--- src/rtl/core/mhpq_pkg.sv ---
// ----------------------------------------------------------------------------
// mhpq_pkg - shared types and defaults for the max-heap priority queue
// Operation and status codes, sequencer states and the token control bundle
// passed between the level cells.
// ----------------------------------------------------------------------------
package mhpq_pkg;

    // Default configuration
    localparam int CAPACITY_DEF    = 1024;
    localparam int KEY_BITS_DEF    = 31;
    localparam int HANDLE_BITS_DEF = 16;

    // Request operation codes
    typedef enum logic {
        OP_INSERT = 1'b0,
        OP_DELETE = 1'b1
    } op_t;

    // Result status codes
    typedef enum logic [1:0] {
        STAT_DONE  = 2'd0,
        STAT_FULL  = 2'd1,
        STAT_EMPTY = 2'd2
    } status_t;

    // Sequencer states
    typedef enum logic [2:0] {
        ST_IDLE,
        ST_FETCH,
        ST_FWAIT,
        ST_RUN,
        ST_FIN
    } state_t;

    // Control part of the token handed from one level cell to the next;
    // moved marks an insert token that already placed the new entry and now
    // carries a displaced one
    typedef struct packed {
        logic vld;
        logic moved;
        op_t  op;
    } tok_ctrl_t;

endpackage

--- src/rtl/core/mhpq_cell.sv ---
// ----------------------------------------------------------------------------
// mhpq_cell - one heap level
// Holds every entry of one tree level in two side memories (left and right
// child of a common parent share a row). A token passes a read cycle and then
// a decide cycle here, which writes this level and hands the token on.
// ----------------------------------------------------------------------------
module mhpq_cell
    import mhpq_pkg::*;
#(
    parameter int LEVEL       = 0,
    parameter int CAPACITY    = CAPACITY_DEF,
    parameter int KEY_BITS    = KEY_BITS_DEF,
    parameter int HANDLE_BITS = HANDLE_BITS_DEF,
    parameter int PW          = 12,
    parameter int CW          = 11,
    parameter int LW          = 4
) (
    input  logic                            aclk,
    input  logic                            aresetn,
    // token from the level above
    input  tok_ctrl_t                       tin_ctrl,
    input  logic [PW-1:0]                   tin_pos,
    input  logic [KEY_BITS+HANDLE_BITS-1:0] tin_ent,
    // token to the level below
    output tok_ctrl_t                       tout_ctrl,
    output logic [PW-1:0]                   tout_pos,
    output logic [KEY_BITS+HANDLE_BITS-1:0] tout_ent,
    // heap size and depth of the insert slot
    input  logic [CW-1:0]                   bc_count,
    input  logic [LW-1:0]                   bc_depth,
    // direct read of the last entry
    input  logic                            fetch_en,
    input  logic [PW-1:0]                   fetch_pos,
    // child read requested by the level above
    input  logic                            peek_in_vld,
    input  logic [PW-1:0]                   peek_in_pos,
    // child read requested from the level below
    output logic                            peek_out_vld,
    output logic [PW-1:0]                   peek_out_pos,
    // registered read data of this level
    output logic [KEY_BITS+HANDLE_BITS-1:0] rd0_ent,
    output logic [KEY_BITS+HANDLE_BITS-1:0] rd1_ent,
    // read data of the level below
    input  logic [KEY_BITS+HANDLE_BITS-1:0] lo0_ent,
    input  logic [KEY_BITS+HANDLE_BITS-1:0] lo1_ent,
    // write of this level and end of the walk
    output logic                            wr_en,
    output logic [KEY_BITS+HANDLE_BITS-1:0] wr_ent,
    output logic                            done
);

    localparam int EW        = KEY_BITS + HANDLE_BITS;
    localparam int LVL_FIRST = 1 << LEVEL;
    localparam int LVL_LAST  = (CAPACITY < 2 * LVL_FIRST - 1) ? CAPACITY : 2 * LVL_FIRST - 1;
    localparam int ROWS      = (LVL_LAST - LVL_FIRST + 2) / 2;
    localparam int RW        = (ROWS > 1) ? $clog2(ROWS) : 1;

    // side memories: even positions in mem0, odd positions in mem1
    logic [EW-1:0] mem0 [ROWS];
    logic [EW-1:0] mem1 [ROWS];

    logic          tok_vld_reg;
    logic          ph_reg;
    logic          tok_mv_reg;
    op_t           tok_op_reg;
    logic [PW-1:0] tok_pos_reg;
    logic [EW-1:0] tok_ent_reg;
    logic [EW-1:0] rd0_reg;
    logic [EW-1:0] rd1_reg;

    logic [RW-1:0] rd_row;
    logic [RW-1:0] wr_row;
    logic [PW-1:0] c0_pos;
    logic [PW-1:0] c1_pos;
    logic [PW-1:0] cnt_ext;
    logic [PW-1:0] tgt_sh;
    logic [LW-1:0] sh;
    logic [EW-1:0] node;
    logic [EW-1:0] best;
    logic          leaf;
    logic          v0;
    logic          v1;
    logic          pick0;
    logic          pick1;

    function automatic logic [RW-1:0] row_of(input logic [PW-1:0] pos);
        logic [PW-1:0] half;
        half = pos >> 1;
        return (ROWS > 1) ? half[RW-1:0] : '0;
    endfunction

    // Hold the token for a read cycle and a decide cycle
    always_ff @(posedge aclk) begin
        if (!aresetn) begin
            tok_vld_reg <= 1'b0;
            ph_reg      <= 1'b0;
        end else if (tin_ctrl.vld) begin
            tok_vld_reg <= 1'b1;
            ph_reg      <= 1'b0;
        end else if (tok_vld_reg && !ph_reg) begin
            ph_reg      <= 1'b1;
        end else begin
            tok_vld_reg <= 1'b0;
            ph_reg      <= 1'b0;
        end
    end

    always_ff @(posedge aclk) begin
        if (tin_ctrl.vld) begin
            tok_mv_reg  <= tin_ctrl.moved;
            tok_op_reg  <= tin_ctrl.op;
            tok_pos_reg <= tin_pos;
            tok_ent_reg <= tin_ent;
        end
    end

    // Pick the read row: fetch, then child peek, then own token
    always_comb begin
        if (fetch_en) begin
            rd_row = row_of(fetch_pos);
        end else if (peek_in_vld) begin
            rd_row = row_of(peek_in_pos);
        end else begin
            rd_row = row_of(tok_pos_reg);
        end
    end

    assign wr_row = row_of(tok_pos_reg);

    // Level memories, registered read
    always_ff @(posedge aclk) begin
        rd0_reg <= mem0[rd_row];
        rd1_reg <= mem1[rd_row];
        if (wr_en) begin
            if (tok_pos_reg[0]) begin
                mem1[wr_row] <= wr_ent;
            end else begin
                mem0[wr_row] <= wr_ent;
            end
        end
    end

    assign rd0_ent = rd0_reg;
    assign rd1_ent = rd1_reg;

    // For a delete token, request the children row from the level below during the read cycle
    assign c0_pos       = {tok_pos_reg[PW-2:0], 1'b0};
    assign c1_pos       = {tok_pos_reg[PW-2:0], 1'b1};
    assign peek_out_vld = tok_vld_reg && !ph_reg && (tok_op_reg == OP_DELETE);
    assign peek_out_pos = c0_pos;

    assign cnt_ext = PW'(bc_count);
    assign leaf    = (bc_depth == LW'(LEVEL));
    assign sh      = bc_depth - LW'(LEVEL + 1);
    assign tgt_sh  = cnt_ext >> sh;
    assign node    = tok_pos_reg[0] ? rd1_reg : rd0_reg;
    assign v0      = (c0_pos <= cnt_ext);
    assign v1      = (c1_pos <= cnt_ext);

    // Decide cycle: write this level where needed, then pass the token down or end the walk
    always_comb begin
        wr_en           = 1'b0;
        wr_ent          = tok_ent_reg;
        done            = 1'b0;
        tout_ctrl.vld   = 1'b0;
        tout_ctrl.moved = tok_mv_reg;
        tout_ctrl.op    = tok_op_reg;
        tout_pos        = c0_pos;
        tout_ent        = tok_ent_reg;
        best            = tok_ent_reg;
        pick0           = 1'b0;
        pick1           = 1'b0;
        if (tok_vld_reg && ph_reg) begin
            case (tok_op_reg)
                OP_INSERT: begin
                    // follow the path toward the new slot
                    tout_pos = {tok_pos_reg[PW-2:0], tgt_sh[0]};
                    if (leaf) begin
                        wr_en = 1'b1;
                        done  = 1'b1;
                    end else begin
                        tout_ctrl.vld = 1'b1;
                        // place the new entry at a smaller node, then shift the rest down
                        if (tok_mv_reg ||
                            (tok_ent_reg[EW-1:HANDLE_BITS] > node[EW-1:HANDLE_BITS])) begin
                            wr_en           = 1'b1;
                            tout_ent        = node;
                            tout_ctrl.moved = 1'b1;
                        end
                    end
                end
                OP_DELETE: begin
                    // larger child wins, left on a tie, only when strictly greater
                    if (v0 && (lo0_ent[EW-1:HANDLE_BITS] > tok_ent_reg[EW-1:HANDLE_BITS])) begin
                        best  = lo0_ent;
                        pick0 = 1'b1;
                    end
                    if (v1 && (lo1_ent[EW-1:HANDLE_BITS] > best[EW-1:HANDLE_BITS])) begin
                        best  = lo1_ent;
                        pick1 = 1'b1;
                    end
                    wr_en  = 1'b1;
                    wr_ent = best;
                    if (pick0 || pick1) begin
                        tout_ctrl.vld = 1'b1;
                        tout_pos      = pick1 ? c1_pos : c0_pos;
                    end else begin
                        done = 1'b1;
                    end
                end
                default: begin
                end
            endcase
        end
    end

endmodule
--- config.mk ---
export PLATFORM = sky130hd
export DESIGN_NAME = mhpq_cell
export DESIGN_NICKNAME = d
export VERILOG_FILES = /design/src/rtl/core/mhpq_pkg.sv /design/src/rtl/core/mhpq_cell.sv
export SDC_FILE = /design/constraint.sdc
export NUM_CORES = 1
export LEC_CHECK = 0
export ABC_AREA = 1
export BUFFER_PORTS_ARGS = -buffer_cell sky130_fd_sc_hd__buf_2
export CORE_MARGIN = 3
export CORE_UTILIZATION = 50
export DETAILED_ROUTE_END_ITERATION = 7
export PLACE_DENSITY = 0.79
export REMOVE_ABC_BUFFERS = 1
export SLEW_MARGIN = 20
export SYNTH_ARGS = -nofsm -noshare
export SYNTH_HDL_FRONTEND = slang
export SYNTH_SLANG_ARGS = --single-unit
--- constraint.sdc ---
create_clock -name aclk -period 5.6 [get_ports aclk]
set_input_delay 0.56 -clock aclk [delete_from_list [all_inputs] [get_ports aclk]]
set_output_delay 0.56 -clock aclk [all_outputs]
set_load 0.02 [all_outputs]
# --- After elaboration in Yosys (flattened, before gate mapping) ---
# Memory sizes are Yosys's and may differ from the RTL's. A register that Yosys moved wholly into a read port is not among the register bits.
# Index checks and enable logic that the tools add are counted.
word_totals:
  ram_bits: 94
  register_bits: 62
  memories: 2
  out_inout_bits: 218
  inputBits: 199
  word_cells: 72
op_classes:
  n_mux: 44
  addsub: 1
  n_bitwise: 2
  order_cmp: 5
  n_reduce_logical: 10
  n_eq_ne: 1
  n_shift: 1
memory_table:
  columns: ["name", "depth", "word_bits", "read_ports", "rd_ports_with_merged_regs", "write_ports", "line_no", "source"]
  rows:
  - ["mem0", 1, 47, 1, 1, 1, "mhpq_cell.sv:59", "logic [EW-1:0] mem0 [ROWS];"]
  - ["mem1", 1, 47, 1, 1, 1, "mhpq_cell.sv:60", "logic [EW-1:0] mem1 [ROWS];"]
op_table:
  columns: ["operator", "count"]
  rows:
  - ["47-bit two-way mux", 11]
  - ["31-bit > comparator", 3]
  - ["1-bit two-way mux", 26]
  - ["12-bit by 11-bit less-or-equal comparator with 1-bit output", 2]
  - ["12-bit one-hot mux with 2 select lines", 1]
  - ["12-bit two-way mux", 1]
  - ["11-bit by 4-bit right shift with 1-bit output", 1]
  - ["1-bit one-hot mux with 2 select lines", 3]
  - ["1-bit logical AND", 5]
  - ["4-bit logical NOT", 1]
  - ["2-bit two-way mux", 2]
  - ["4-bit by 1-bit subtractor with 4-bit output, second input constant", 1]
  - ["1-bit logical OR", 2]
  - ["2-bit inequality test, second input constant", 1]
  - ["1-bit inverter", 2]
  - ["2-bit OR reduction", 1]
  - ["1-bit logical NOT", 1]

# --- Logic depth before layout (Yosys ltp) ---
logic_depth:
  ltp_word: 14
  depth_mapped: 33
  mapped_depth_nobuf: 29

# --- Worst setup path before layout ---
# OpenSTA, ideal clock, no wires.
synth_timing:
  path_kind: "register to register"
  from: "reg tok_pos_reg[0]"
  to: "mem mem0[0][0] (netlist bit) (enable)"
  stages_incl_launch_ff: 15
  synth_period_minus_slack_ps: 5198
  path_slack_ps: 402
  setup_ps: 451
  required_time_ps: 5149
  arrival_ps: 4747
  path_cell_list: "edfxtp_1 > clkbuf_1 > buf_1 > buf_1 > mux2i_1 > ha_1 > nand2_1 > nor3_1 > nor2_1 > nor2_1 > o21ai_0 > o2bb2ai_1 > nand3_1 > nand2_1 > nor2_1"
synth_via:
  elab_chain_len: 9
  word_cells_on_any_way: 10
synth_rtl:
  columns: ["element", "line_no", "source"]
  rows:
  - ["from (decl)", "mhpq_cell.sv:66", "logic [PW-1:0] tok_pos_reg;"]
  - ["from (signal assigned)", "mhpq_cell.sv:112", "tok_pos_reg <= tin_pos;"]
  - ["47-bit two-way mux", "mhpq_cell.sv:156", "assign node = tok_pos_reg[0] ? rd1_reg : rd0_reg;"]
  - ["31-bit > comparator", "mhpq_cell.sv:185", "(tok_ent_reg[EW-1:HANDLE_BITS] > node[EW-1:HANDLE_BITS])) begin"]
  - ["1-bit logical OR", "mhpq_cell.sv:184", "if (tok_mv_reg ||"]
  - ["1-bit two-way mux", "mhpq_cell.sv:184", null]
  - ["1-bit two-way mux", "mhpq_cell.sv:178", "if (leaf) begin"]
  - ["1-bit one-hot mux with 2 select lines", "mhpq_cell.sv:174", "case (tok_op_reg)"]
  - ["1-bit two-way mux", "mhpq_cell.sv:173", "if (tok_vld_reg && ph_reg) begin"]
  - ["1-bit two-way mux *", "mhpq_cell.sv:134", "if (wr_en) begin"]
  - ["1-bit two-way mux (not written as such) *", "mhpq_cell.sv:138", "mem0[wr_row] <= wr_ent;"]
  - ["to (decl)", "mhpq_cell.sv:59", null]
# Mark *: on every way between the ends. The rest lies on a longest branch, timed or not.

# --- Worst setup path in the final report ---
layout_timing:
  from: "reg tok_ent_reg[46]"
  to: "out wr_ent[13]"
layout_via:
  elab_chain_len: 10
layout_rtl:
  columns: ["element", "line_no", "source"]
  rows:
  - ["from (decl)", "mhpq_cell.sv:67", "logic [EW-1:0] tok_ent_reg;"]
  - ["from (signal assigned)", "mhpq_cell.sv:113", "tok_ent_reg <= tin_ent;"]
  - ["31-bit > comparator", "mhpq_cell.sv:194", "if (v0 && (lo0_ent[EW-1:HANDLE_BITS] > tok_ent_reg[EW-1:HANDLE_BITS])) begin"]
  - ["1-bit logical AND", "mhpq_cell.sv:194", null]
  - ["47-bit two-way mux *", "mhpq_cell.sv:194", null]
  - ["47-bit two-way mux *", "mhpq_cell.sv:174", null]
  - ["47-bit two-way mux *", "mhpq_cell.sv:173", null]
  - ["31-bit > comparator", "mhpq_cell.sv:198", "if (v1 && (lo1_ent[EW-1:HANDLE_BITS] > best[EW-1:HANDLE_BITS])) begin"]
  - ["1-bit logical AND", "mhpq_cell.sv:198", null]
  - ["47-bit two-way mux *", "mhpq_cell.sv:198", null]
  - ["47-bit two-way mux *", "mhpq_cell.sv:174", null]
  - ["47-bit two-way mux *", "mhpq_cell.sv:173", null]
  - ["to (decl)", "mhpq_cell.sv:48", "output logic [KEY_BITS+HANDLE_BITS-1:0] wr_ent,"]
# Mark *: on every way between the ends. The rest lies on a longest branch, timed or not. The select of a mux whose other input is x is not followed.

==> out/qor.yml <==
status: "completed"
p_leak_nw: 7.85
setup_viol: 0
ys_warn_count: 0
clkSinkCount: 250
whs_ps: 196
crit_top_cell: "nand2_1"
rows: 56
required_ps: 5040
p_int_mw: 3.46
drtAntennaViolNets: 0
multi_input_area_mm2: 0.00532
drcViolationCount: 0
power.density_mw_per_mm2: 303
cts_hold_buf: 0
drt_iter0_markers: 844
insertion_delay_ps: 540
ys_seq_elements: 250
cts_buffer_depth: 3
fin_skew_ps: 22.6
fin_ws_ps: 274
drv_slew: 0
grt_pass1_wl_mm: 58.5
period_needed_ps: 5330
path_clk_slew_ps: 60
grt_max_degree: 63
root_buffer: "clkbuf_16"
synth-main-ff-cell: "edfxtp_1"
pre_cts_ws_ps: 161
finalCritPeriodShare_pct: 95.1
cp.arrival_ps: 4770
regArea_mm2: 0.00655
place_inst: 1955
post-route-util_pct: 66.7
initial_utilization_pct: 51.6
core_area_mm2: 0.0239
hold_path_class: "input pin to flop"
postLayoutCellArea_mm2: 0.0159
syn-cell-area_mm2: 0.0123
synth_area_leaders: "edfxtp_1 (37%), dfxtp_1 (16%), nand2_1 (12%)"
dieArea_mm2: 0.0266
fp.dieW_um: 163
syn_avg_cell_area_um2: 9.58
tightest_slew_ps: 1050
fillCellCount: 1911
drtPass1Iterations: 5
synth.top_cell.area_share_pct: 37.5
io_buffers: 388
synth_edf_count: 154
fp.dieH_um: 163
drive_gt1_share_pct: 30.1
critPathMaxStageDelay_ps: 410
dr_total_vias: 11077
grt_pass1_vias: 10791
antenna_found_initial: 7
crit_fanout: 11
place_area_mm2: 0.0146
ys_async_sr_fraction_pct: 0
hold_viol: 0
ir_worst_vdd_mv: 0.259
dp_hpwl_mm: 28.0
power_frac_seq_pct: 42.5
gr-total-overflow: 0
ctsHtreeMaxLevel: 1
setup_tns_ps: 0
netlist_instances: 1288
power.share.clock_pct: 37.1
critPathKind: "flop to primary output"
wirelength_mm: 40.3
pin_count: 417
timing.slew.headroom_pct: 29.8
synth_top_area_cell: "edfxtp_1"
cp-end-kind: "primary output"
ys_seq_area_share_pct: 53.1
ys_types: 42
cp-start-kind: "flop"
finalPower_mw: 4.83
max_freq_ghz: 0.188
cap_violations: 0
p_switching_mw: 1.37
wire_per_inst_um: 19.9
final_nets: 1990
syn_to_final_growth_pct: 29.2
place_congestion: 0.841
grt_use_total_pct: 28.4
switching_share_pct: 28.3
cts_buffers: 26
final_cells: 2027
avgViaCountPerCell: 5.46
cts_tree: "yes"
slowest_stage: "edfxtp_1"
p_comb_share_pct: 20.4
[logic make-up (layout without fill, tap and decap cells)]
group / count (synthesis) / count (layout) / synth area share, %
AO/OA/AOI/OAI: 142 / 142 / 6.21
AND/OR/NAND/NOR: 587 / 589 / 20.7
multiplexers: 46 / 46 / 3.73
other: 1 / 3 / 0.0304
buffers and inverters: 155 / 571 / 5.52
flip-flops: 250 / 250 / 53.1
XOR/XNOR: 2 / 2 / 0.142
adder cells (fa/ha/maj): 105 / 105 / 10.6
[placed cells by master (no fill, tap or decap), types with 26 or more instances in the layout]
| cell | Yosys | routed |
|---|---|---|
| ha_1 | 105 | 105 |
| nand3_1 | 81 | 80 |
| o21ai_0 | 73 | 68 |
| mux2i_1 | 46 | 46 |
| nor2_1 | 34 | 26 |
| a21oi_1 | 49 | 46 |
| nand3b_1 | 46 | 46 |
| clkbuf_16 | 0 | 30 |
| nand2_1 | 396 | 387 |
| inv_1 | 88 | 87 |
| buf_4 | 16 | 31 |
| edfxtp_1 | 154 | 154 |
| dfxtp_1 | 96 | 96 |
| buf_2 | 13 | 386 |
[cells in the mapped netlist (all sizes together) (2+ instances only)]
| cell | number |
|---|---|
| o21ai | 73 |
| nand4 | 10 |
| a21o | 2 |
| ha | 105 |
| buf | 39 |
| clkbuf | 25 |
| nand2 | 402 |
| a211oi | 3 |
| inv | 90 |
| edfxtp | 154 |
| a21oi | 50 |
| mux2i | 46 |
| o21a | 5 |
| nor2 | 35 |
| nand3 | 82 |
| o221ai | 2 |
| nand3b | 46 |
| dfxtp | 96 |
| nor3 | 8 |
[power groups by stage]
stage                     Combinational [mW]  Sequential, mW  Clock (mW)
final                                  0.984            2.05        1.79
after global routing                    1.08            2.06        1.90
after CTS                              0.895            2.05        1.82
after detailed placement               0.866            2.09           0
after global placement                 0.841            2.09           0
after floorplan                        0.503            2.11           0
[per-layer routing]
layer  track usage (%)  routed length (µm)  up-vias
met5                 0                  60        -
met4              9.34                1560       10
met3              5.66                3660      120
met2              48.5               19300      581
met1              36.2               15700     5173
li1                  -                   -     5193
[cell type report]
type / instances / area share [%]
Multi-Input combinational cell: 885 / 33.4
Clock inverter: 12 / 1.08
Timing Repair Buffer: 432 / 15.3
Antenna cell: 2 / 0.0314
Clock buffer: 36 / 4.51
Tap cell: 319 / 2.50
Sequential cell: 250 / 41.1
Inverter: 91 / 2.14
[worst paths after layout]
kind / startpoint / end / slack, ps / cells after the start
worst max-delay path: tok_ent_reg[46] / wr_ent[13] / 270 / 28
worst min-delay path: tin_ent[45] / tok_ent_reg[45] / 200 / 1
worst max register to register: tok_ent_reg[46] / mem0[0][21] / 1270 / 27
worst min register to register: mem1[0][12] / rd1_ent[12] / 320 / 0
[repair_timing]
| action | 4_1_cts | 5_1_grt |
|---|---|---|
| pin swaps | 1 | 9 |
| resized for setup | 7 | 43 |
| setup buffers | 1 | 14 |
| gates cloned | 2 | 5 |
| setup endpoints to repair | 49 | 50 |
[critical path, delay by kind of cell, from the launching register on]
family          cells  cell delay [ps]
fa+ha+maj           2              600
buf+inv             7              880
compound gates      2              380
flops               1              410
simple gates       17             1910
Power figures use the tool's default switching activity.
